`src/rtl/core/sat_pkg.sv`:
```
package sat_pkg;

  localparam int unsigned ADDR_W    = 32;
  localparam int unsigned SLOT_W    = 4;
  localparam int unsigned DIV_STEPS = 32;
  localparam int unsigned CNT_W     = 5;

  localparam logic [ADDR_W-1:0] MAX_SEG_RESET = 32'd128;

  localparam logic OP_TRANSLATE = 1'b0;
  localparam logic OP_WRITE     = 1'b1;

  typedef enum logic [2:0] {
    S_IDLE,
    S_DIV,
    S_MATCH,
    S_SEL,
    S_ADD
  } state_t;

  typedef struct packed {
    logic wr_en;
    logic match_en;
    logic sel_en;
  } tbl_ctrl_t;

  typedef struct packed {
    logic              hit;
    logic [ADDR_W-1:0] base;
    logic [ADDR_W-1:0] length;
  } tbl_stat_t;

endpackage

```
`src/rtl/core/segment_address_translator_top.sv`:
```
// Channel   Direction  Handshake            Contents
// in_       request    in_valid/in_stall    op, logical address, slot write fields
// out_      result     out_valid/out_stall  translated address, split, length, hit
// cfg_      write      cfg_we               max segment size
//
// A translate request passes through 32 divider steps, a state that sees the divider finish,
// then the slot compare, the priority select and the add, which registers the result.
// The next request is accepted only once the translate has left its add step.
// A write request updates the table and gives its result on the next cycle, one per cycle unless stalled.
// Reset is synchronous and clears the slot valid bits and the control state.
// A stalled result holds in_stall high, and a finished translate waits in its add step.
module segment_address_translator_top #(
  parameter int unsigned TABLE_ENTRIES = 16
) (
  input  logic                       clk,
  input  logic                       rst_n,
  input  logic                       cfg_we,
  input  logic [sat_pkg::ADDR_W-1:0] cfg_wdata,
  input  logic                       in_valid,
  output logic                       in_stall,
  input  logic                       in_op,
  input  logic [sat_pkg::ADDR_W-1:0] in_logical_address,
  input  logic [sat_pkg::SLOT_W-1:0] in_entry_slot,
  input  logic [sat_pkg::ADDR_W-1:0] in_entry_segment_id,
  input  logic [sat_pkg::ADDR_W-1:0] in_entry_base,
  input  logic [sat_pkg::ADDR_W-1:0] in_entry_length,
  input  logic                       in_entry_valid,
  output logic                       out_valid,
  input  logic                       out_stall,
  output logic [sat_pkg::ADDR_W-1:0] out_physical_address,
  output logic [sat_pkg::ADDR_W-1:0] out_segment_number,
  output logic [sat_pkg::ADDR_W-1:0] out_offset_in_segment,
  output logic [sat_pkg::ADDR_W-1:0] out_segment_length,
  output logic                       out_hit
);

  sat_pkg::state_t            state_r, state_nxt;
  logic [sat_pkg::ADDR_W-1:0] max_seg_r;
  logic                       in_accept;
  logic                       out_free;
  logic                       div_start;
  logic                       div_done;
  logic [sat_pkg::ADDR_W-1:0] quotient;
  logic [sat_pkg::ADDR_W-1:0] remainder;
  sat_pkg::tbl_ctrl_t         tbl_ctrl;
  sat_pkg::tbl_stat_t         tbl_stat;
  logic                       load_write;
  logic                       load_xlate;
  logic                       out_valid_r, out_valid_nxt;
  logic [sat_pkg::ADDR_W-1:0] phys_r;
  logic [sat_pkg::ADDR_W-1:0] seg_r;
  logic [sat_pkg::ADDR_W-1:0] off_r;
  logic [sat_pkg::ADDR_W-1:0] len_r;
  logic                       hit_r;

  assign out_free  = !out_valid_r || !out_stall;
  assign in_stall  = (state_r != sat_pkg::S_IDLE) || !out_free;
  assign in_accept = in_valid && !in_stall;

  always_ff @(posedge clk) begin
    if (!rst_n) begin
      max_seg_r <= sat_pkg::MAX_SEG_RESET;
    end else if (cfg_we) begin
      max_seg_r <= cfg_wdata;
    end
  end

  always_comb begin
    state_nxt         = state_r;
    div_start         = 1'b0;
    tbl_ctrl.wr_en    = 1'b0;
    tbl_ctrl.match_en = 1'b0;
    tbl_ctrl.sel_en   = 1'b0;
    load_write        = 1'b0;
    load_xlate        = 1'b0;
    unique case (state_r)
      sat_pkg::S_IDLE: begin
        if (in_accept) begin
          if (in_op == sat_pkg::OP_WRITE) begin
            tbl_ctrl.wr_en = 1'b1;
            load_write     = 1'b1;
          end else begin
            div_start = 1'b1;
            state_nxt = sat_pkg::S_DIV;
          end
        end
      end
      sat_pkg::S_DIV: begin
        if (div_done) begin
          state_nxt = sat_pkg::S_MATCH;
        end
      end
      sat_pkg::S_MATCH: begin
        tbl_ctrl.match_en = 1'b1;
        state_nxt         = sat_pkg::S_SEL;
      end
      sat_pkg::S_SEL: begin
        tbl_ctrl.sel_en = 1'b1;
        state_nxt       = sat_pkg::S_ADD;
      end
      sat_pkg::S_ADD: begin
        if (out_free) begin
          load_xlate = 1'b1;
          state_nxt  = sat_pkg::S_IDLE;
        end
      end
      default: begin
        state_nxt = sat_pkg::S_IDLE;
      end
    endcase
  end

  always_ff @(posedge clk) begin
    if (!rst_n) begin
      state_r <= sat_pkg::S_IDLE;
    end else begin
      state_r <= state_nxt;
    end
  end

  sat_div u_div (
    .clk       (clk),
    .rst_n     (rst_n),
    .start     (div_start),
    .dividend  (in_logical_address),
    .divisor   (max_seg_r),
    .done      (div_done),
    .quotient  (quotient),
    .remainder (remainder)
  );

  sat_tbl #(
    .ENTRIES (TABLE_ENTRIES)
  ) u_tbl (
    .clk           (clk),
    .rst_n         (rst_n),
    .ctrl          (tbl_ctrl),
    .wr_slot       (in_entry_slot),
    .wr_segment_id (in_entry_segment_id),
    .wr_base       (in_entry_base),
    .wr_length     (in_entry_length),
    .wr_valid      (in_entry_valid),
    .key           (quotient),
    .stat          (tbl_stat)
  );

  always_comb begin
    out_valid_nxt = out_valid_r;
    if (load_write || load_xlate) begin
      out_valid_nxt = 1'b1;
    end else if (out_valid_r && !out_stall) begin
      out_valid_nxt = 1'b0;
    end
  end

  always_ff @(posedge clk) begin
    if (!rst_n) begin
      out_valid_r <= 1'b0;
    end else begin
      out_valid_r <= out_valid_nxt;
    end
  end

  always_ff @(posedge clk) begin
    if (load_write) begin
      phys_r <= '0;
      seg_r  <= '0;
      off_r  <= '0;
      len_r  <= '0;
      hit_r  <= 1'b0;
    end else if (load_xlate) begin
      phys_r <= tbl_stat.hit ? (tbl_stat.base + remainder) : '0;
      seg_r  <= quotient;
      off_r  <= remainder;
      len_r  <= tbl_stat.hit ? tbl_stat.length : '0;
      hit_r  <= tbl_stat.hit;
    end
  end

  assign out_valid             = out_valid_r;
  assign out_physical_address  = phys_r;
  assign out_segment_number    = seg_r;
  assign out_offset_in_segment = off_r;
  assign out_segment_length    = len_r;
  assign out_hit               = hit_r;

endmodule

```
`src/rtl/core/sat_div.sv`:
```
module sat_div (
  input  logic                       clk,
  input  logic                       rst_n,
  input  logic                       start,
  input  logic [sat_pkg::ADDR_W-1:0] dividend,
  input  logic [sat_pkg::ADDR_W-1:0] divisor,
  output logic                       done,
  output logic [sat_pkg::ADDR_W-1:0] quotient,
  output logic [sat_pkg::ADDR_W-1:0] remainder
);

  logic                       busy_r, busy_nxt;
  logic                       done_r, done_nxt;
  logic [sat_pkg::CNT_W-1:0]  cnt_r, cnt_nxt;
  logic [sat_pkg::ADDR_W-1:0] quo_r, quo_nxt;
  logic [sat_pkg::ADDR_W-1:0] rem_r, rem_nxt;
  logic [sat_pkg::ADDR_W-1:0] dvs_r, dvs_nxt;
  logic [sat_pkg::ADDR_W:0]   shifted;
  logic [sat_pkg::ADDR_W:0]   diff;

  always_comb begin
    shifted  = {rem_r, quo_r[sat_pkg::ADDR_W-1]};
    diff     = shifted - {1'b0, dvs_r};
    busy_nxt = busy_r;
    done_nxt = 1'b0;
    cnt_nxt  = cnt_r;
    quo_nxt  = quo_r;
    rem_nxt  = rem_r;
    dvs_nxt  = dvs_r;
    if (start) begin
      busy_nxt = 1'b1;
      cnt_nxt  = '0;
      quo_nxt  = dividend;
      rem_nxt  = '0;
      dvs_nxt  = divisor;
    end else if (busy_r) begin
      if (!diff[sat_pkg::ADDR_W]) begin
        rem_nxt = diff[sat_pkg::ADDR_W-1:0];
        quo_nxt = {quo_r[sat_pkg::ADDR_W-2:0], 1'b1};
      end else begin
        rem_nxt = shifted[sat_pkg::ADDR_W-1:0];
        quo_nxt = {quo_r[sat_pkg::ADDR_W-2:0], 1'b0};
      end
      cnt_nxt = cnt_r + 1'b1;
      if (cnt_r == sat_pkg::CNT_W'(sat_pkg::DIV_STEPS - 1)) begin
        busy_nxt = 1'b0;
        done_nxt = 1'b1;
      end
    end
  end

  always_ff @(posedge clk) begin
    if (!rst_n) begin
      busy_r <= 1'b0;
      done_r <= 1'b0;
      cnt_r  <= '0;
    end else begin
      busy_r <= busy_nxt;
      done_r <= done_nxt;
      cnt_r  <= cnt_nxt;
    end
  end

  always_ff @(posedge clk) begin
    quo_r <= quo_nxt;
    rem_r <= rem_nxt;
    dvs_r <= dvs_nxt;
  end

  assign done      = done_r;
  assign quotient  = quo_r;
  assign remainder = rem_r;

endmodule

```
`src/rtl/core/sat_tbl.sv`:
```
module sat_tbl #(
  parameter int unsigned ENTRIES = 16
) (
  input  logic                       clk,
  input  logic                       rst_n,
  input  sat_pkg::tbl_ctrl_t         ctrl,
  input  logic [sat_pkg::SLOT_W-1:0] wr_slot,
  input  logic [sat_pkg::ADDR_W-1:0] wr_segment_id,
  input  logic [sat_pkg::ADDR_W-1:0] wr_base,
  input  logic [sat_pkg::ADDR_W-1:0] wr_length,
  input  logic                       wr_valid,
  input  logic [sat_pkg::ADDR_W-1:0] key,
  output sat_pkg::tbl_stat_t         stat
);

  localparam int unsigned IDX_W = (ENTRIES > 1) ? $clog2(ENTRIES) : 1;
  localparam int unsigned EXT_W = (IDX_W > sat_pkg::SLOT_W) ? IDX_W : sat_pkg::SLOT_W;

  logic [EXT_W-1:0]           slot_ext;
  logic [IDX_W-1:0]           wr_idx;
  logic                       wr_ok;
  logic [ENTRIES-1:0]         valid_r;
  logic [sat_pkg::ADDR_W-1:0] id_r [ENTRIES];
  logic [sat_pkg::ADDR_W-1:0] base_mem [ENTRIES];
  logic [sat_pkg::ADDR_W-1:0] len_mem [ENTRIES];
  logic [ENTRIES-1:0]         match_r;
  logic [IDX_W-1:0]           sel_idx;
  logic                       hit_r;
  logic [sat_pkg::ADDR_W-1:0] base_rd_r;
  logic [sat_pkg::ADDR_W-1:0] len_rd_r;

  assign slot_ext = EXT_W'(wr_slot);
  assign wr_idx   = slot_ext[IDX_W-1:0];
  assign wr_ok    = ctrl.wr_en && (32'(wr_slot) < ENTRIES);

  always_ff @(posedge clk) begin
    if (!rst_n) begin
      valid_r <= '0;
    end else if (wr_ok) begin
      valid_r[wr_idx] <= wr_valid;
    end
  end

  always_ff @(posedge clk) begin
    if (wr_ok) begin
      id_r[wr_idx]     <= wr_segment_id;
      base_mem[wr_idx] <= wr_base;
      len_mem[wr_idx]  <= wr_length;
    end
  end

  always_ff @(posedge clk) begin
    if (ctrl.match_en) begin
      for (int i = 0; i < ENTRIES; i++) begin
        match_r[i] <= valid_r[i] && (id_r[i] == key);
      end
    end
  end

  // The lowest-numbered matching slot wins.
  always_comb begin
    sel_idx = '0;
    for (int i = ENTRIES - 1; i >= 0; i--) begin
      if (match_r[i]) begin
        sel_idx = IDX_W'(i);
      end
    end
  end

  always_ff @(posedge clk) begin
    if (ctrl.sel_en) begin
      hit_r     <= |match_r;
      base_rd_r <= base_mem[sel_idx];
      len_rd_r  <= len_mem[sel_idx];
    end
  end

  assign stat.hit    = hit_r;
  assign stat.base   = base_rd_r;
  assign stat.length = len_rd_r;

endmodule

```
`config.mk`:
```
export PLATFORM = sky130hd
export DESIGN_NAME = segment_address_translator_top
export DESIGN_NICKNAME = d
export VERILOG_FILES = /design/src/rtl/core/sat_pkg.sv /design/src/rtl/core/segment_address_translator_top.sv /design/src/rtl/core/sat_div.sv /design/src/rtl/core/sat_tbl.sv
export SDC_FILE = /design/constraint.sdc
export NUM_CORES = 2
export LEC_CHECK = 0
export ABC_CLOCK_PERIOD_IN_PS = 23800
export BUFFER_PORTS_ARGS = -buffer_cell sky130_fd_sc_hd__clkbuf_2
export CAP_MARGIN = 40
export CORE_MARGIN = 3
export CORE_UTILIZATION = 35
export DETAILED_ROUTE_END_ITERATION = 7
export PLACE_DENSITY = 0.55
export SYNTH_ARGS = -nofsm -noshare
export SYNTH_HDL_FRONTEND = slang
export SYNTH_SLANG_ARGS = --single-unit
```
`constraint.sdc`:
```
create_clock -name clk -period 23.8 [get_ports clk]
set_input_delay 1.19 -clock clk [delete_from_list [all_inputs] [get_ports clk]]
set_output_delay 1.19 -clock clk [all_outputs]
set_load 0.01 [all_outputs]
```
## After elaboration in Yosys (flattened, before gate mapping)

Memories as Yosys holds them, arrays and structs flattened. A register that Yosys moved wholly into a read port is not among the register bits.
Index checks and enable logic that the tools add are counted.

| cells by class | value |
|---|---|
| bitwise gates (word level) | 2 |
| reductions and logical operators | 34 |
| multiplexer cells | 48 |
| equal/unequal tests | 25 |
| magnitude comparators | 2 |
| $add $sub $neg | 3 |

Operator list:

| operator | count |
|---|---|
| equality test 32 bit | 16 |
| two-way mux 32 bit | 5 |
| two-way mux 4 bit | 16 |
| subtractor 33 x 32 -> 33 bit | 1 |
| adder 32 bit | 1 |
| two-way mux 1 bit | 20 |
| logical AND 1 bit | 19 |
| bitwise mux 16 bit | 1 |
| OR reduction 16 bit | 1 |
| one-hot mux 3 bit (5 select lines) | 1 |
| two-way mux 3 bit | 4 |
| equality test 3 x 2 -> 1 bit, second input constant | 2 |
| inequality test 2 bit, second input constant | 3 |
| adder 5 x 1 -> 5 bit, second input constant | 1 |
| equality test 5 bit, second input constant | 1 |
| < comparator 4 x 5 -> 1 bit, second input constant | 1 |
| demux 1 bit (select 4 bit) | 1 |
| greater-or-equal comparator 4 x 1 -> 1 bit, second input constant | 1 |
| zero test 1 bit | 4 |
| AND reduction 4 bit | 1 |
| nonzero test 2 bit | 2 |
| equality test 3 x 1 -> 1 bit, second input constant | 1 |
| equality test 3 bit, second input constant | 1 |
| zero test 3 bit | 1 |
| other kinds (6) | 9 |

| storage, ports and cells | value |
|---|---|
| output and inout bits | 131 |
| word-level logic and storage cells | 134 |
| input bits | 171 |
| memories kept | 3 |
| bits in writable memories | 1536 |
| register bits | 301 |

Memory list:

| name | depth | bits a word | rd ports | clocked after Yosys merged registers in | write ports | RTL line | text |
|---|---|---|---|---|---|---|---|
| u_tbl.base_mem | 16 | 32 | 1 | 1 | 1 | sat_tbl.sv:24 | `logic [sat_pkg::ADDR_W-1:0] base_mem [ENTRIES];` |
| u_tbl.id_r | 16 | 32 | 16 | 0 | 1 | sat_tbl.sv:23 | `logic [sat_pkg::ADDR_W-1:0] id_r [ENTRIES];` |
| u_tbl.len_mem | 16 | 32 | 1 | 1 | 1 | sat_tbl.sv:25 | `logic [sat_pkg::ADDR_W-1:0] len_mem [ENTRIES];` |

## Depth between registers and ports, before layout

| depth | value |
|---|---|
| word-level depth | 16 |
| depth in mapped cells | 15 |
| mapped depth without buffers | 12 |

## Hierarchy

Synthesis repeated with hierarchy kept, for this count alone.

| second synthesis, totals | value |
|---|---|
| cells, all modules | 5235 |
| area, all modules | 76674.8 um2 |

By module, submodules not included:

| module | times used | area an instance (um2) | seq. area each (um2) | cells each |
|---|---|---|---|---|
| sat_tbl | 1 | 63209.4 | 48876.9 | 3765 |
| segment_address_translator_top | 1 | 7586.0 | 3303.2 | 938 |
| sat_div | 1 | 5879.4 | 2702.6 | 532 |

## Least setup slack after synthesis

OpenSTA, ideal clock, no wires.

| path | value |
|---|---|
| kind | input port to flip-flop |
| start | input out_stall |
| end | register u_tbl.valid_r[3] |
| stages on the path | 8 |
| setup slack | 14.075 ns |
| data required time | 23.675 ns |
| data arrival time | 9.601 ns |
| cell sequence | and2_1 -> nor4_1 -> and3_1 -> clkbuf_1 -> nand3_1 -> nor3_1 -> mux2i_1 -> nor2b_1 |

| on the way | value |
|---|---|
| longest elaborated chain between the ends | 8 |

RTL lines:

| what | RTL line | text |
|---|---|---|
| from (decl) | segment_address_translator_top.sv:29 | `input logic out_stall,` |
| zero test 1 bit | segment_address_translator_top.sv:56 | `assign out_free = !out_valid_r \|\| !out_stall;` |
| logical OR 1 bit | segment_address_translator_top.sv:56 |  |
| zero test 1 bit | segment_address_translator_top.sv:57 | `assign in_stall = (state_r != sat_pkg::S_IDLE) \|\| !out_free;` |
| logical OR 1 bit | segment_address_translator_top.sv:57 |  |
| zero test 1 bit | segment_address_translator_top.sv:58 | `assign in_accept = in_valid && !in_stall;` |
| logical AND 1 bit | segment_address_translator_top.sv:58 |  |
| two-way mux 1 bit | segment_address_translator_top.sv:78 | `if (in_accept) begin` |
| two-way mux 1 bit | segment_address_translator_top.sv:76 | `unique case (state_r)` |
| to (signal, indexed assignment) | sat_tbl.sv:40 | `valid_r[wr_idx] <= wr_valid;` |
| to (decl) | sat_tbl.sv:22 | `logic [ENTRIES-1:0] valid_r;` |

No other way between the ends.
A chain may end at the register's enable or synchronous reset.

## Worst setup path in the final report

| path | value |
|---|---|
| start | register u_tbl.match_r[15] |
| end | register u_tbl.base_rd_r[3] (netlist name) (read register of u_tbl.base_mem) (data pin) |

| on the way | value |
|---|---|
| longest elaborated chain between the ends | 16 |

RTL lines:

| what | RTL line | text |
|---|---|---|
| from (decl) | sat_tbl.sv:26 | `logic [ENTRIES-1:0] match_r;` |
| from (signal, indexed assignment) | sat_tbl.sv:55 | `match_r[i] <= valid_r[i] && (id_r[i] == key);` |
| two-way mux 4 bit (16 in series) | sat_tbl.sv:64 | `if (match_r[i]) begin` |
| to (decl) | sat_tbl.sv:29 | `logic [sat_pkg::ADDR_W-1:0] base_rd_r;` |

No other way between the ends.

==> impl_metrics.env <==
export IMPL_outcome="finished clean"
export IMPL_nets=5156
export IMPL_crit_chain="a21oi_1 > o21bai_1 > a21oi_1 > o21ai_0 > a21oi_4 > buf_12 > buf_4 > buf_4 > buf_16 > buf_4 > mux4_2 > a22oi_1 > nand2_1"
export IMPL_synth_area_per_cell_um2=16.75
export IMPL_layout_commonest_cell="edfxtp_1"
export IMPL_post_cts_resized=0
export IMPL_largest_registers="u_tbl.base_mem x512, u_tbl.id_r x512, u_tbl.len_mem x512"
export IMPL_critPathMaxFanout=96
export IMPL_finalHoldWorstSlack_ns=0.4338
export IMPL_grt_max_degree=143
export IMPL_slowest_stage="buf_4"
export IMPL_path_clk_slew_ns=0.07
export IMPL_crit_path_max_incr_delay_ns=0.72
export IMPL_post_cts_buffers=0
export IMPL_ios=302
export IMPL_overflow=0
export IMPL_hold_violations=0
export IMPL_rows=170
export IMPL_numCtsBuffers=197
export IMPL_r2r_setup_slack_ns=18.68
export IMPL_crit_buf_inv=5
export IMPL_wl_um=222900
export IMPL_core_area_mm2=0.2148
export IMPL_cp_common_cell="buf_4"
export IMPL_port_buffers=301
export IMPL_layout_min_cycle_time_ns=5.117
export IMPL_slew_violations=0
export IMPL_die_height_um=470.9
export IMPL_setup_viol=0
export IMPL_first_pass_iters=5
export IMPL_cap_violations=0
export IMPL_synth_cells=4517
export IMPL_die_w_um=470.9
export IMPL_grt_pass1_wl_um=314300
export IMPL_ir_drop_v=0.00008386
export IMPL_syn2layout_area_growth_pct=16.59
export IMPL_synth_seq_area_share_pct=72.55
export IMPL_relSlewSlack_pct=25.82
export IMPL_place_hpwl_um=130300
export IMPL_tns_ns=0
export IMPL_final_cell_mix="edfxtp_1, xnor2_1, nand2_1, clkbuf_2, mux4_2"
export IMPL_wl_per_cell_um=28.10
export IMPL_ctsHoldBuffers=0
export IMPL_place_congestion=0.8184
export IMPL_postRouteAntennaNets=0
export IMPL_p_leak_nw=28.85
export IMPL_clock_latency_ns=0.84
export IMPL_dr_total_vias=42220
export IMPL_yosysUniqueCellTypes=76
export IMPL_die_area_mm2=0.2218
export IMPL_synth_edf_count=1681
export IMPL_period_share_pct=21.50
export IMPL_powerDensity_mw_per_mm2=84.99
export IMPL_yosys_warnings=0
export IMPL_grt_pass1_vias=41420
export IMPL_timing_fmax_mhz=195.4
export IMPL_utilization_pct=41.05
export IMPL_tightest_slew_ns=1.113
export IMPL_remaining_drc_errors=0
export IMPL_async_reset_ff_share_pct=0
export IMPL_cp_arrival_ns=5.69
export IMPL_initial_core_util_pct=35.21
export IMPL_ctsRootBufferMaster="clkbuf_16"
export IMPL_dr_first_iter_drc_count=4129
export IMPL_grt_util_all_layers_pct=19.72
export IMPL_cts_sinks=1901
export IMPL_rsz0062_at_grt="false"
export IMPL_critPathCaptureType="flop"
export IMPL_crit_family="buffers and inverters"
export IMPL_synth_seq_cells=1901
export IMPL_startpoint_type="flop"
export IMPL_drive_gt1_share_pct=20.42
export IMPL_skew_ns=0.03210
export IMPL_cts_tree="yes"
export IMPL_required_ns=24.37
export IMPL_grt_antenna_before_repair=31
export IMPL_path_class="reg -> reg"
export IMPL_viasPerCell=5.322
export IMPL_synth_area_mm2=0.07565
export IMPL_synth_nets=4755
export IMPL_hold_path_class="reg -> reg"
export IMPL_cts_max_path_buffers=3
export IMPL_synth_flop_cell="edfxtp_1"
export IMPL_h_tree_depth=4
-- final timing paths --
check	startpoint	endpoint	cells after the start
hold reg to reg	max_seg_r[7]	u_div.dvs_r[7]	0
setup / recovery	u_tbl.match_r[15]	u_tbl.base_rd_r[3]	13
hold / removal	max_seg_r[7]	u_div.dvs_r[7]	0
setup reg to reg	u_tbl.match_r[15]	u_tbl.base_rd_r[3]	13
-- synth_stat cells (all sizes together), types with 3 or more instances --
| cell type | number | share of area, % |
|---|---|---|
| edfxtp | 1681 | 67 |
| xnor2 | 438 | 5.1 |
| nand2 | 391 | 1.9 |
| mux4 | 256 | 7.6 |
| dfxtp | 220 | 5.8 |
| a21oi | 176 | 1.2 |
| clkbuf | 161 | 0.80 |
| a22oi | 139 | 1.4 |
| xor2 | 129 | 1.5 |
| nand4 | 115 | 0.95 |
| o21ai | 90 | 0.60 |
| nor2 | 89 | 0.44 |
| buf | 73 | 0.44 |
| nand3 | 67 | 0.44 |
| ha | 65 | 1.1 |
| inv | 60 | 0.30 |
| nor4 | 60 | 0.50 |
| mux2i | 59 | 0.78 |
| nor2b | 41 | 0.34 |
| a21o | 27 | 0.27 |
| a211oi | 16 | 0.17 |
| a21boi | 15 | 0.15 |
| a31oi | 12 | 0.11 |
| o21bai | 12 | 0.12 |
| and3 | 11 | 0.091 |
| nor3 | 11 | 0.079 |
| o21a | 10 | 0.099 |
| and2 | 8 | 0.066 |
| nand2b | 7 | 0.058 |
| o31ai | 7 | 0.069 |
| nor3b | 5 | 0.050 |
| o211ai | 5 | 0.050 |
| o31a | 5 | 0.058 |
| nand3b | 4 | 0.040 |
| o22ai | 4 | 0.033 |
| or2 | 4 | 0.033 |
| or3 | 4 | 0.033 |
| a221oi | 3 | 0.035 |
| o221ai | 3 | 0.043 |
-- cells by family (layout without fill, tap and decap cells) --
logic type	after synthesis	after routing	share of synthesized area, %
buffers and inverters	294	864	1.533
multiplexers	315	315	8.402
other	0	8	0
AND/OR/NAND/NOR	826	826	5.170
adder cells (fa/ha/maj)	67	67	1.128
XOR/XNOR	567	567	6.575
flip-flops	1901	1901	72.55
AO/OA/AOI/OAI	547	547	4.641
-- through the flow --
step           power, W  cells  cell area, um^2  setup slack [ns]
2_1_floorplan  0.004188   4517            75650             14.07
3_3_place_gp   0.004439   7517            80710             17.88
3_5_place_dp   0.004449   7557            81620             17.89
4_1_cts        0.007566   7925            88180             18.47
5_1_grt        0.007756   7926            88180             18.14
6_report       0.007496   7933            88200             18.68
-- final cells by class --
class                      count  area [um^2]
antenna                        8        20.02
clock buffer                 247         5354
clock inverter               121         1200
fill                       19430       126600
inverter                      60        226.5
multi-input combinational   2322        19810
sequential                  1901        54880
tap                         2838         3551
timing repair buffer         436         3156
-- layer usage --
layer / global-route usage [%] / wire length [um] / vias up
met5: 0 / 27 / -
met4: 4.325 / 4427 / 4
met3: 3.490 / 15400 / 300
met2: 30.93 / 103100 / 1543
met1: 28.69 / 99970 / 22140
li1: - / - / 18240
-- power by group --
| part | internal [W] | switching [W] | leakage [nW] |
|---|---|---|---|
| clock network | 0.00179 | 0.00133 | 3.20 |
| logic | 0.000236 | 0.000420 | 8.71 |
| registers | 0.00368 | 0.0000471 | 16.9 |
| total | 0.00570 | 0.00180 | 28.9 |
(Power assumes the default switching activity.)
